`config.mk`:
```
export PLATFORM = sky130hd
export DESIGN_NAME = hashed_bitmap_slot_allocator
export DESIGN_NICKNAME = d
export VERILOG_FILES = /design/src/hw/rtl/hbsa_pkg.sv /design/src/hw/rtl/hbsa_front.sv /design/src/hw/rtl/hbsa_queue.sv /design/src/hw/rtl/hbsa_back.sv /design/src/hw/rtl/hashed_bitmap_slot_allocator.sv
export SDC_FILE = /design/constraint.sdc
export NUM_CORES = 1
export LEC_CHECK = 0
export BUFFER_PORTS_ARGS = -buffer_cell sky130_fd_sc_hd__clkbuf_2
export CAP_MARGIN = 30
export CORE_UTILIZATION = 30
export DETAILED_ROUTE_END_ITERATION = 7
export PLACE_DENSITY_LB_ADDON = 0.15
export SLEW_MARGIN = 20
export SYNTH_ARGS = -nofsm -noshare
export SYNTH_HDL_FRONTEND = slang
export SYNTH_SLANG_ARGS = --single-unit
```
`constraint.sdc`:
```
create_clock -name i_clk -period 16.8 [get_ports i_clk]
set_input_delay 2.52 -clock i_clk [delete_from_list [all_inputs] [get_ports i_clk]]
set_output_delay 2.52 -clock i_clk [all_outputs]
set_load 0.02 [all_outputs]
```
`src/hw/rtl/hbsa_pkg.sv`:
```
// Shared constants and helpers for the hashed bitmap slot allocator.
// No dependencies; imported by every module of the block.
package hbsa_pkg;

    localparam int SIDE_DEF  = 4;   // grid side, SIDE*SIDE bitmap words
    localparam int KEY_W     = 32;
    localparam int WORD_BITS = 32;
    localparam int BIT_W     = 5;   // bit position within a bitmap word
    localparam int OUT_POS_W = 2;   // result column/row field width

    // index width for a store of the given depth, never below one bit
    function automatic int idx_w(input int depth);
        return (depth > 1) ? $clog2(depth) : 1;
    endfunction

endpackage

```
`src/hw/rtl/hbsa_front.sv`:
```
// Front end: accepts keys and hashes them to a start word, column, row and bit.
// Depends on hbsa_pkg.
module hbsa_front #(
    parameter int SIDE = hbsa_pkg::SIDE_DEF
) (
    input  logic                                        i_clk,
    input  logic                                        i_rst_n,
    input  logic                                        i_valid,
    output logic                                        o_stall,
    input  logic [hbsa_pkg::KEY_W-1:0]                  i_key,
    output logic                                        o_job_valid,
    input  logic                                        i_job_ready,
    output logic [hbsa_pkg::idx_w(SIDE*SIDE)-1:0]       o_job_word,
    output logic [hbsa_pkg::idx_w(SIDE)-1:0]            o_job_col,
    output logic [hbsa_pkg::idx_w(SIDE)-1:0]            o_job_row,
    output logic [hbsa_pkg::BIT_W-1:0]                  o_job_bit
);
    import hbsa_pkg::*;

    localparam int Words = SIDE * SIDE;
    localparam int RW    = idx_w(Words);
    localparam int CW    = idx_w(SIDE);
    localparam int Lg    = $clog2(Words);
    localparam int PW    = 2 * KEY_W + 1;
    // ceil(2^(KEY_W+Lg) / Words): exact quotient for every key value
    localparam logic [63:0] RecipFull =
        ((64'd1 << (KEY_W + Lg)) + 64'(Words - 1)) / 64'(Words);
    localparam logic [KEY_W:0] Recip = RecipFull[KEY_W:0];

    typedef enum logic [2:0] {S_IDLE, S_QUOT, S_WORD, S_SPLIT, S_PUSH} t_state;

    t_state             r_state;
    logic [KEY_W-1:0]   r_key;
    logic [BIT_W-1:0]   r_bit;
    logic [KEY_W-1:0]   r_quot;
    logic [RW-1:0]      r_word;
    logic [CW-1:0]      r_col;
    logic [CW-1:0]      r_row;

    logic [PW-1:0]      v_prod;
    logic [KEY_W-1:0]   n_quot;
    logic [RW-1:0]      v_rem;
    logic [RW-1:0]      n_word;
    logic [RW-1:0]      v_base;
    logic [CW-1:0]      n_col;
    logic [CW-1:0]      n_row;

    always_comb begin
        // key / Words by reciprocal multiplication
        v_prod = PW'(r_key) * PW'(Recip);
        n_quot = KEY_W'(v_prod >> (KEY_W + Lg));
        // remainder is below Words, so the low RW bits carry it exactly
        v_rem  = r_key[RW-1:0] - RW'(r_quot[RW-1:0] * RW'(Words));
        // index zero wraps to the last word
        n_word = (v_rem == '0) ? RW'(Words - 1) : (v_rem - RW'(1));
        // word = col*SIDE + row: largest column base not above the word
        n_col  = '0;
        v_base = '0;
        for (int c = 1; c < SIDE; c++) begin
            if (r_word >= RW'(c * SIDE)) begin
                n_col  = CW'(c);
                v_base = RW'(c * SIDE);
            end
        end
        n_row = CW'(r_word - v_base);
    end

    always_ff @(posedge i_clk) begin
        if (!i_rst_n) begin
            r_state <= S_IDLE;
        end else begin
            unique case (r_state)
                S_IDLE: begin
                    if (i_valid) begin
                        r_key   <= i_key;
                        r_bit   <= i_key[BIT_W-1:0];
                        r_state <= S_QUOT;
                    end
                end
                S_QUOT: begin
                    r_quot  <= n_quot;
                    r_state <= S_WORD;
                end
                S_WORD: begin
                    r_word  <= n_word;
                    r_state <= S_SPLIT;
                end
                S_SPLIT: begin
                    r_col   <= n_col;
                    r_row   <= n_row;
                    r_state <= S_PUSH;
                end
                S_PUSH: begin
                    if (i_job_ready) begin
                        r_state <= S_IDLE;
                    end
                end
                default: r_state <= S_IDLE;
            endcase
        end
    end

    assign o_stall     = (r_state != S_IDLE);
    assign o_job_valid = (r_state == S_PUSH);
    assign o_job_word  = r_word;
    assign o_job_col   = r_col;
    assign o_job_row   = r_row;
    assign o_job_bit   = r_bit;

    a_word_in_range: assert property (@(posedge i_clk) disable iff (!i_rst_n)
        (r_state == S_SPLIT) |-> (r_word <= RW'(Words - 1)))
        else $error("front: start word out of range");

    a_col_in_range: assert property (@(posedge i_clk) disable iff (!i_rst_n)
        (r_state == S_PUSH) |-> (r_col <= CW'(SIDE - 1) && r_row <= CW'(SIDE - 1)))
        else $error("front: column or row out of range");

endmodule

```
`src/hw/rtl/hbsa_queue.sv`:
```
// Two-entry job queue between the hashing front end and the scan back end.
// Imports hbsa_pkg but uses none of it; data is an opaque vector.
module hbsa_queue #(
    parameter int DW = 8
) (
    input  logic          i_clk,
    input  logic          i_rst_n,
    input  logic          i_push_valid,
    output logic          o_push_ready,
    input  logic [DW-1:0] i_push_data,
    output logic          o_pop_valid,
    input  logic          i_pop_ready,
    output logic [DW-1:0] o_pop_data
);
    import hbsa_pkg::*;

    logic [DW-1:0] r_data [2];
    logic          r_wp;
    logic          r_rp;
    logic [1:0]    r_count;

    logic          push;
    logic          pop;

    assign o_push_ready = (r_count != 2'd2);
    assign o_pop_valid  = (r_count != 2'd0);
    assign o_pop_data   = r_data[r_rp];
    assign push         = i_push_valid && o_push_ready;
    assign pop          = o_pop_valid && i_pop_ready;

    always_ff @(posedge i_clk) begin
        if (push) begin
            r_data[r_wp] <= i_push_data;
        end
    end

    always_ff @(posedge i_clk) begin
        if (!i_rst_n) begin
            r_wp    <= 1'b0;
            r_rp    <= 1'b0;
            r_count <= 2'd0;
        end else begin
            if (push) begin
                r_wp <= ~r_wp;
            end
            if (pop) begin
                r_rp <= ~r_rp;
            end
            case ({push, pop})
                2'b10:   r_count <= r_count + 2'd1;
                2'b01:   r_count <= r_count - 2'd1;
                default: r_count <= r_count;
            endcase
        end
    end

    a_count_bound: assert property (@(posedge i_clk) disable iff (!i_rst_n)
        r_count != 2'd3)
        else $error("queue: occupancy overflow");

endmodule

```
`src/hw/rtl/hbsa_back.sv`:
```
// Back end: owns the occupancy bitmap, scans one word per cycle for a clear bit,
// sets it or flags full, holds the result in an output register. Uses hbsa_pkg.
module hbsa_back #(
    parameter int SIDE = hbsa_pkg::SIDE_DEF
) (
    input  logic                                        i_clk,
    input  logic                                        i_rst_n,
    input  logic                                        i_job_valid,
    output logic                                        o_job_ready,
    input  logic [hbsa_pkg::idx_w(SIDE*SIDE)-1:0]       i_job_word,
    input  logic [hbsa_pkg::idx_w(SIDE)-1:0]            i_job_col,
    input  logic [hbsa_pkg::idx_w(SIDE)-1:0]            i_job_row,
    input  logic [hbsa_pkg::BIT_W-1:0]                  i_job_bit,
    output logic                                        o_valid,
    input  logic                                        i_stall,
    output logic [hbsa_pkg::OUT_POS_W-1:0]              o_slot_col,
    output logic [hbsa_pkg::OUT_POS_W-1:0]              o_slot_row,
    output logic [hbsa_pkg::BIT_W-1:0]                  o_slot_bit,
    output logic                                        o_full_res
);
    import hbsa_pkg::*;

    localparam int Words = SIDE * SIDE;
    localparam int RW    = idx_w(Words);
    localparam int CW    = idx_w(SIDE);

    typedef enum logic [1:0] {S_IDLE, S_SCAN, S_EMIT} t_state;

    t_state                 r_state;
    logic [WORD_BITS-1:0]   r_mem [Words];
    logic [Words-1:0]       r_vld;
    logic [BIT_W-1:0]       r_bit;

    // issue stage: next word address to read
    logic                   r_iss_on;
    logic                   r_iss_first;
    logic [RW-1:0]          r_iss_addr;
    logic [CW-1:0]          r_iss_col;
    logic [CW-1:0]          r_iss_row;

    // check stage: word whose data sits in r_rdata
    logic                   r_chk_on;
    logic                   r_chk_first;
    logic                   r_chk_last;
    logic [RW-1:0]          r_chk_addr;
    logic [CW-1:0]          r_chk_col;
    logic [CW-1:0]          r_chk_row;
    logic [WORD_BITS-1:0]   r_rdata;
    logic                   r_rvld;

    logic [OUT_POS_W-1:0]   r_res_col;
    logic [OUT_POS_W-1:0]   r_res_row;
    logic [BIT_W-1:0]       r_res_bit;
    logic                   r_res_full;

    logic                   r_out_valid;
    logic [OUT_POS_W-1:0]   r_out_col;
    logic [OUT_POS_W-1:0]   r_out_row;
    logic [BIT_W-1:0]       r_out_bit;
    logic                   r_out_full;

    logic [WORD_BITS-1:0]   v_word;
    logic [WORD_BITS-1:0]   v_mask;
    logic [WORD_BITS-1:0]   v_free;
    logic [BIT_W-1:0]       hit_bit;
    logic                   hit;
    logic                   miss_last;
    logic                   do_write;
    logic [WORD_BITS-1:0]   n_word;

    // a never-written word reads as all clear
    always_comb begin
        v_word  = r_rvld ? r_rdata : '0;
        v_mask  = r_chk_first ? ((WORD_BITS'(1) << r_bit) - WORD_BITS'(1)) : '0;
        v_free  = ~(v_word | v_mask);
        hit_bit = '0;
        for (int i = WORD_BITS - 1; i >= 0; i--) begin
            if (v_free[i]) begin
                hit_bit = BIT_W'(i);
            end
        end
        hit       = (r_state == S_SCAN) && r_chk_on && (v_free != '0);
        miss_last = (r_state == S_SCAN) && r_chk_on && (v_free == '0) && r_chk_last;
        do_write  = hit;
        n_word    = v_word | (WORD_BITS'(1) << hit_bit);
    end

    // bitmap storage, read one word per cycle
    always_ff @(posedge i_clk) begin
        r_rdata <= r_mem[r_iss_addr];
        if (do_write) begin
            r_mem[r_chk_addr] <= n_word;
        end
    end

    always_ff @(posedge i_clk) begin
        if (!i_rst_n) begin
            r_vld  <= '0;
            r_rvld <= 1'b0;
        end else begin
            r_rvld <= r_vld[r_iss_addr];
            if (do_write) begin
                r_vld[r_chk_addr] <= 1'b1;
            end
        end
    end

    always_ff @(posedge i_clk) begin
        if (!i_rst_n) begin
            r_state     <= S_IDLE;
            r_iss_on    <= 1'b0;
            r_chk_on    <= 1'b0;
            r_out_valid <= 1'b0;
        end else begin
            if (r_out_valid && !i_stall) begin
                r_out_valid <= 1'b0;
            end
            unique case (r_state)
                S_IDLE: begin
                    if (i_job_valid) begin
                        r_iss_addr  <= i_job_word;
                        r_iss_col   <= i_job_col;
                        r_iss_row   <= i_job_row;
                        r_bit       <= i_job_bit;
                        r_iss_on    <= 1'b1;
                        r_iss_first <= 1'b1;
                        r_chk_on    <= 1'b0;
                        r_state     <= S_SCAN;
                    end
                end
                S_SCAN: begin
                    if (r_iss_on) begin
                        r_chk_on    <= 1'b1;
                        r_chk_first <= r_iss_first;
                        r_chk_addr  <= r_iss_addr;
                        r_chk_col   <= r_iss_col;
                        r_chk_row   <= r_iss_row;
                        r_chk_last  <= (r_iss_addr == RW'(Words - 1));
                        r_iss_first <= 1'b0;
                        if (r_iss_addr == RW'(Words - 1)) begin
                            r_iss_on <= 1'b0;
                        end else begin
                            r_iss_addr <= r_iss_addr + RW'(1);
                            if (r_iss_row == CW'(SIDE - 1)) begin
                                r_iss_row <= '0;
                                r_iss_col <= r_iss_col + CW'(1);
                            end else begin
                                r_iss_row <= r_iss_row + CW'(1);
                            end
                        end
                    end else begin
                        r_chk_on <= 1'b0;
                    end
                    if (hit) begin
                        r_res_col  <= OUT_POS_W'(r_chk_col);
                        r_res_row  <= OUT_POS_W'(r_chk_row);
                        r_res_bit  <= hit_bit;
                        r_res_full <= 1'b0;
                        r_iss_on   <= 1'b0;
                        r_state    <= S_EMIT;
                    end else if (miss_last) begin
                        r_res_col  <= '0;
                        r_res_row  <= '0;
                        r_res_bit  <= '0;
                        r_res_full <= 1'b1;
                        r_iss_on   <= 1'b0;
                        r_state    <= S_EMIT;
                    end
                end
                S_EMIT: begin
                    if (!r_out_valid || !i_stall) begin
                        r_out_valid <= 1'b1;
                        r_out_col   <= r_res_col;
                        r_out_row   <= r_res_row;
                        r_out_bit   <= r_res_bit;
                        r_out_full  <= r_res_full;
                        r_state     <= S_IDLE;
                    end
                end
                default: r_state <= S_IDLE;
            endcase
        end
    end

    assign o_job_ready = (r_state == S_IDLE);
    assign o_valid     = r_out_valid;
    assign o_slot_col  = r_out_col;
    assign o_slot_row  = r_out_row;
    assign o_slot_bit  = r_out_bit;
    assign o_full_res  = r_out_full;

    a_hit_to_emit: assert property (@(posedge i_clk) disable iff (!i_rst_n)
        (hit || miss_last) |=> (r_state == S_EMIT))
        else $error("back: scan end did not move to emit");

    a_write_marks_valid: assert property (@(posedge i_clk) disable iff (!i_rst_n)
        do_write |=> (r_vld[$past(r_chk_addr)] == 1'b1))
        else $error("back: written word not marked valid");

endmodule

```
`src/hw/rtl/hashed_bitmap_slot_allocator.sv`:
```
// Hashed bitmap slot allocator top: hash front, job queue, scan back end (hbsa_pkg).
// Path: front steps (quotient, wrap, col/row split, push), the job queue, a scan of the
// n words probed (1..SIDE*SIDE) from the start word upward, then the emit register.
// The bitmap is read one word per scan step; the back end takes a new job only once
// the last result is emitted. A stalled output backs up through queue and front.
// Reset (sync, active low): control and per-word valid flags are cleared.
module hashed_bitmap_slot_allocator #(
    parameter int SIDE = hbsa_pkg::SIDE_DEF
) (
    input  logic                              i_clk,
    input  logic                              i_rst_n,
    input  logic                              i_valid,
    output logic                              o_stall,
    input  logic [hbsa_pkg::KEY_W-1:0]        i_key,
    output logic                              o_valid,
    input  logic                              i_stall,
    output logic [hbsa_pkg::OUT_POS_W-1:0]    o_slot_col,
    output logic [hbsa_pkg::OUT_POS_W-1:0]    o_slot_row,
    output logic [hbsa_pkg::BIT_W-1:0]        o_slot_bit,
    output logic                              o_full_res
);
    import hbsa_pkg::*;

    localparam int Words = SIDE * SIDE;
    localparam int RW    = idx_w(Words);
    localparam int CW    = idx_w(SIDE);
    localparam int DW    = RW + 2 * CW + BIT_W;   // queued job: word, col, row, bit

    // front -> queue
    logic               f_valid;
    logic               f_ready;
    logic [RW-1:0]      f_word;
    logic [CW-1:0]      f_col;
    logic [CW-1:0]      f_row;
    logic [BIT_W-1:0]   f_bit;

    // queue -> back
    logic               q_valid;
    logic               q_ready;
    logic [DW-1:0]      q_data;

    hbsa_front #(
        .SIDE (SIDE)
    ) u_front (
        .i_clk       (i_clk),
        .i_rst_n     (i_rst_n),
        .i_valid     (i_valid),
        .o_stall     (o_stall),
        .i_key       (i_key),
        .o_job_valid (f_valid),
        .i_job_ready (f_ready),
        .o_job_word  (f_word),
        .o_job_col   (f_col),
        .o_job_row   (f_row),
        .o_job_bit   (f_bit)
    );

    // decouples hashing from the scan so each side stalls on its own
    hbsa_queue #(
        .DW (DW)
    ) u_queue (
        .i_clk        (i_clk),
        .i_rst_n      (i_rst_n),
        .i_push_valid (f_valid),
        .o_push_ready (f_ready),
        .i_push_data  ({f_word, f_col, f_row, f_bit}),
        .o_pop_valid  (q_valid),
        .i_pop_ready  (q_ready),
        .o_pop_data   (q_data)
    );

    hbsa_back #(
        .SIDE (SIDE)
    ) u_back (
        .i_clk       (i_clk),
        .i_rst_n     (i_rst_n),
        .i_job_valid (q_valid),
        .o_job_ready (q_ready),
        .i_job_word  (q_data[DW-1 -: RW]),
        .i_job_col   (q_data[BIT_W + 2*CW - 1 -: CW]),
        .i_job_row   (q_data[BIT_W + CW - 1 -: CW]),
        .i_job_bit   (q_data[BIT_W-1:0]),
        .o_valid     (o_valid),
        .i_stall     (i_stall),
        .o_slot_col  (o_slot_col),
        .o_slot_row  (o_slot_row),
        .o_slot_bit  (o_slot_bit),
        .o_full_res  (o_full_res)
    );

    // a full result reports slot zero
    a_full_zero_slot: assert property (@(posedge i_clk) disable iff (!i_rst_n)
        (o_valid && o_full_res) |->
            (o_slot_col == '0 && o_slot_row == '0 && o_slot_bit == '0))
        else $error("top: full result carries a nonzero slot");

endmodule

```
# Word level (Yosys, flattened, before mapping)
# Memories as Yosys holds them, arrays and structs flattened. A register that Yosys moved wholly into a read port is not among the register bits.
# Cells that the tools add are included.
# Widths: inputs -> output; s select.
[totals]
inputBits = 36
mem_count = 2
regBits = 90
ram_bits = 538
word_cells = 203
[mem_list]
columns = ["name", "words", "word_bits", "read_ports", "rd_ports_with_merged_regs", "write_ports", "line", "text"]
rows = [
  ["u_back.r_mem", 16, 32, 1, 1, 1, "hbsa_back.sv:30", "logic [WORD_BITS-1:0] r_mem [Words];"],
  ["u_queue.r_data", 2, 13, 1, 1, 1, "hbsa_queue.sv:17", "logic [DW-1:0] r_data [2];"],
]
[classes]
n_addsub = 8
n_lt_le_gt_ge = 6
mux = 91
shift = 2
bitwise = 6
n_reduce_logical = 35
eq_ne = 19
[ops]
columns = ["operator", "count"]
rows = [
  ["$mux 5", 34],
  ["$mux 32", 2],
  ["$or 32x32->32", 2],
  ["$shl 1x5->32 const A", 2],
  ["$mux 2", 17],
  ["$logic_not 32->1", 1],
  ["$not 32->32", 1],
  ["$reduce_bool 32->1", 1],
  ["$sub 32x1->32 const B", 1],
  ["$mux 1", 22],
  ["$reduce_and 3->1", 6],
  ["$or 16x16->16", 1],
  ["$pmux 3 s5", 1],
  ["$mux 4", 3],
  ["$pmux 2 s2", 3],
  ["$lt 4x5->1 const B", 2],
  ["$ne 2x2->1 const B", 5],
  ["$ge 4x4->1 const B", 2],
  ["$logic_and 1x1->1", 8],
  ["$pmux 4 s2", 1],
  ["$reduce_and 2->1", 4],
  ["$reduce_bool 2->1", 4],
  ["$add 2x1->2 const B", 3],
  ["$eq 2x2->1 const B", 3],
  ["other kinds (29)", 38],
]

# Depth between registers and ports, before layout
[logic_depth]
ltp_word = 39
ltp_mapped = 16
depth_no_buf = 11

# Cells and area by module
# Synthesis repeated with hierarchy kept, for this count alone.
[unflattened]
cells_unflattened = 1637
area_unflattened_um2 = 26700.6
[by_module_without_submodules]
columns = ["mod", "area_each_um2", "instances", "cells_each", "seq_area_each_um2"]
rows = [
  ["hbsa_back", 24896.4, 1, 1530, 17777.0],
  ["hbsa_queue", 1167.4, 1, 64, 880.8],
  ["hbsa_front", 636.9, 1, 43, 450.4],
]

# Least setup slack after synthesis
# No wires, ideal clock.
[synth_path]
kind = "reg-to-reg"
from = "reg u_back.r_bit[4]"
to = "mem u_back.r_mem[0][0] (enable)"
path_stages_with_launch = 13
setup_time_ns = 0.516
n_path_buf = 2
required_time_ns = 16.284
setup_slack_ns = 10.222
t_arrival_ns = 6.062
cell_sequence = "edfxtp_1 -> buf_4 -> nor3_4 -> nand3_1 -> ha_1 -> buf_2 -> and3_1 -> a22oi_1 -> a31oi_4 -> nor3b_4 -> and4_1 -> a31o_2 -> nor4b_1"
[synth_between]
elab_chain_cells = 9
[synth_lines]
columns = ["element", "line", "text"]
rows = [
  ["start: declaration", "hbsa_back.sv:32", "logic [BIT_W-1:0] r_bit;"],
  ["start signal: assignment", "hbsa_back.sv:124", "r_bit <= i_job_bit;"],
  ["$shl 1x5->32", "hbsa_back.sv:74", "v_mask = r_chk_first ? ((WORD_BITS'(1) << r_bit) - WORD_BITS'(1)) : '0;"],
  ["$sub 32x1->32", "hbsa_back.sv:74", ""],
  ["$mux 32", "hbsa_back.sv:74", ""],
  ["$or 32x32->32", "hbsa_back.sv:75", "v_free = ~(v_word | v_mask);"],
  ["$not 32->32", "hbsa_back.sv:75", ""],
  ["$reduce_bool 32->1", "hbsa_back.sv:82", "hit = (r_state == S_SCAN) && r_chk_on && (v_free != '0);"],
  ["$logic_and 1x1->1", "hbsa_back.sv:82", ""],
  ["$mux 1", "hbsa_back.sv:91", "if (do_write) begin"],
  ["$mux 1 (implied by the code)", "hbsa_back.sv:92", "r_mem[r_chk_addr] <= n_word;"],
  ["end: declaration", "hbsa_back.sv:30", ""],
]
# Every way passes these cells.

# Worst setup path in the final report
[layout_path]
from = "reg u_back.r_bit[1]"
to = "mem u_back.r_mem[4][17], data pin"
[layout_between]
elab_chain_cells = 39
[layout_lines]
columns = ["element", "line", "text"]
rows = [
  ["$shl 1x5->32 (*)", "hbsa_back.sv:74", ""],
  ["$sub 32x1->32 (*)", "hbsa_back.sv:74", ""],
  ["$mux 32 (*)", "hbsa_back.sv:74", ""],
  ["$or 32x32->32 (*)", "hbsa_back.sv:75", ""],
  ["$not 32->32 (*)", "hbsa_back.sv:75", ""],
  ["$mux 5 (31 in a row)", "hbsa_back.sv:78", "if (v_free[i]) begin"],
  ["$mux 5 (*)", "hbsa_back.sv:78", ""],
  ["$shl 1x5->32 (*)", "hbsa_back.sv:85", "n_word = v_word | (WORD_BITS'(1) << hit_bit);"],
  ["$or 32x32->32 (*)", "hbsa_back.sv:85", ""],
  ["named net u_back.n_word[17]", "hbsa_back.sv:69", "logic [WORD_BITS-1:0] n_word;"],
]
# The timed path passes the listed nets; every way through them passes the cells marked *.

==> reports/qor.yml <==
run_status:
  run_status: "completed"
cts:
  clock_path_buffers: 3
  cts.hold.buffers_added: 0
  clk_pin_slew_ps: 60
  cts_tree: "built"
  clk_latency_ps: 610
  htreeDepth: 3
  cts_sinks: 657
  cts_buffers: 73
  postCtsSetupBuffers: 0
  cts_resized: 0
  root_buffer: "clkbuf_16"
die:
  die_y_um: 301
  dieArea_mm2: 0.0908
  io-pin-count: 48
  core_mm2: 0.0885
  rows: 109
  floorplan.initialDensity_pct: 30.4
  die_w_um: 301
logic_synthesis:
  synth.area.top_cells: "edfxtp_1, mux4_2, dfxtp_1, mux2i_1, nand2_1"
  seq_area_frac_synth_pct: 71.1
  synth.most_common_cell: "edfxtp_1"
  ys_ff_latch: 657
  synthDominantCellAreaShare_pct: 66.5
  synth_area_mm2: 0.0269
  yosys.area.top_type: "edfxtp_1"
  synth_nets: 1720
  synthTopCellsByCount: "edfxtp_1, nand2_1, mux2i_1"
  async_flop_share_pct: 0
  yosysWarnings: 0
  synthDistinctLibCells: 91
  synthFlopType: "edfxtp_1"
  synth_edf_count: 595
  syn_area_per_cell_um2: 16.0
  synth_cells: 1678
sta:
  min_period_ps: 5250
  tightest_slew_ps: 988
  setup_tns_ps: 0
  setup_violations: 0
  period_share_pct: 31.3
  hold_ws_ps: 419
  fmax_mhz: 190
  grt_setup_unrepaired: "no"
  relSlewSlack_pct: 34.1
  finClkSkew_ps: 26.7
  drv_slew: 0
  finalHoldViolations: 0
finish:
  antenna_cells: 0
  syn2layout_area_growth_pct: 15.7
  nets: 1790
  drive_gt1_share_pct: 19.5
  fin_util_pct: 35.1
  fill_cells: 8351
global_routing:
  grt_usage_pct: 15.7
  grt_overflow: 0
  grt_pass1_wl_um: 104000
  antenna_found_initial: 1
  grt_max_degree: 113
  grt_pass1_vias: 15300
worst_setup_path:
  worst-path-buf-inv: 4
  cp-endpoint: "u_back.r_mem[4][17]$_DFFE_PP_"
  critPathLaunchType: "register"
  path_class: "reg -> reg"
  path_cells: "buf_4, inv_1, nand3_1, ha_1, buf_4, nand2_1, o31a_1, a211oi_2, nand2_1, nor3_2, nand3_1, or2_1, o31ai_2, clkbuf_2"
  critPathMaxFanout: 32
  ff2ff_path_depth: 14
  cp_slowest_cell: "o31ai_2"
  cp_slowest_stage_delay_ps: 600
  r2r-end: "u_back.r_mem[4][17]$_DFFE_PP_"
  worstReg2RegStart: "u_back.r_bit[1]$_DFFE_PP_"
  path_delay_family: "simple AND/OR/NAND/NOR gates"
  critPathRequiredTime_ps: 17240
  crit_start: "u_back.r_bit[1]$_DFFE_PP_"
  cp.arrival_ps: 5690
  crit_cells: 14
  crit_path_end_kind: "register"
  rrSetupSlack_ps: 11550
routing:
  dr.pass1.iters: 5
  vias: 15000
  wl_per_cell_um: 23.9
  wirelength_um: 71100
  drt_first_iter_violations: 1172
  via_per_inst: 5.04
  ant_nets: 0
  drc: 0
placement:
  post-dp-hpwl_um: 39800
  gp_congestion: 0.940
  io_buffers: 20
pwr:
  vdd_drop_max_mv: 0.0539
  power.density_mw_per_mm2: 120
  p_leak_uw: 0.00932
min_path:
  hold_path_class: "reg -> reg"
run:
  cap_violations: 0
## sequential cells by signal, indices dropped and copies added, names as in the netlist, 3 cells and up, named ones only
| signal | cells |
|---|---|
| u_back.o_slot_bit | 5 |
| u_back.r_bit | 5 |
| u_back.r_chk_addr | 4 |
| u_back.r_iss_addr | 4 |
| u_back.r_mem | 512 |
| u_back.r_rdata | 32 |
| u_back.r_res_bit | 5 |
| u_back.r_vld | 16 |
| u_front.o_job_bit | 5 |
| u_front.o_job_word | 4 |
| u_front.r_state | 3 |
| u_queue.r_data | 26 |
## metal layers
layer,global-route usage [%],vias up,wire length (um)
met5,0,-,0
met4,5.10,0,1850
met3,2.61,107,3000
met2,26.1,330,34800
met1,20.8,7679,31400
li1,-,6838,-
## kinds of logic (layout without fill, tap and decap cells)
kind of cell    count (synthesis)  count (layout)  synth area share [%]
compound gates                366             366                  9.30
simple gates                  311             311                  5.93
fa+ha+maj                       6               6                 0.279
flops                         657             657                  71.1
buf+inv                       121             246                  2.00
mux                           208             208                  11.1
xor+xnor                        9               9                 0.293
## layout make-up
| cell class | count | area, um^2 | share of cell area (%) |
|---|---|---|---|
| Inverter | 22 | 82.6 | 0.266 |
| Timing Repair Buffer | 94 | 691 | 2.22 |
| Tap cell | 1165 | 1460 | 4.69 |
| Clock buffer | 100 | 2050 | 6.60 |
| Clock inverter | 30 | 279 | 0.898 |
| Multi-Input combinational cell | 900 | 7420 | 23.9 |
| Sequential cell | 657 | 19100 | 61.5 |
## worst min path at each step
| stage | start | endpoint | slack, ps | depth (start not counted) |
|---|---|---|---|---|
| after floorplan | u_back.r_res_full$_SDFFCE_PP0P_ | u_back.o_full_res$_DFFE_PP_ | 400 | 0 |
| after global placement | u_back.r_res_bit[4]$_SDFFCE_PN0P_ | u_back.o_slot_bit[4]$_DFFE_PP_ | 410 | 0 |
| after detailed placement | u_back.r_res_col[1]$_SDFFCE_PN0P_ | u_back.o_slot_col[1]$_DFFE_PP_ | 410 | 0 |
| after CTS | u_back.r_res_col[1]$_SDFFCE_PN0P_ | u_back.o_slot_col[1]$_DFFE_PP_ | 420 | 0 |
| after global routing | u_back.r_res_bit[3]$_SDFFCE_PN0P_ | u_back.o_slot_bit[3]$_DFFE_PP_ | 430 | 0 |
| final | u_back.r_res_col[1]$_SDFFCE_PN0P_ | u_back.o_slot_col[1]$_DFFE_PP_ | 420 | 0 |
## where the power goes
part | leakage, uW | switching (uW) | total (uW) | internal [uW]
sequential | 0.00513 | 40.0 | 1840 | 1800
combinational | 0.00305 | 211 | 333 | 122
clock | 0.00113 | 627 | 1560 | 929
## placed cells by master (no fill, tap or decap), types with 9 or more instances in the layout
cell,netlist,final
nor2b_1,10,9
clkbuf_2,0,21
nor2_1,48,46
mux2_2,26,26
a221oi_1,33,33
edfxtp_1,595,595
mux2i_1,113,113
clkbuf_1,53,18
buf_4,8,66
nor3_1,21,12
nor3_2,2,11
mux4_2,69,69
a22oi_1,36,36
nand2_1,130,129
o21ai_0,84,82
nand2b_1,12,12
nand3_1,12,12
clkinv_1,1,14
a21oi_1,72,72
dfxtp_1,62,61
and2_1,12,11
o21a_1,23,23
inv_1,21,21
o31ai_2,4,9
o211ai_1,10,10
clkbuf_16,0,76
## metrics by stage
step / std cells / total power, uW / area (um^2) / setup WS [ps]
after detailed placement: 2829 / 2210 / 28700 / 11480
after global placement: 2821 / 2210 / 28600 / 11430
after CTS: 2959 / 3770 / 31000 / 11490
final: 2968 / 3730 / 31100 / 11550
after floorplan: 1678 / 2090 / 26900 / 10220
after global routing: 2968 / 3860 / 31100 / 11230
(Power assumes the default switching activity.)
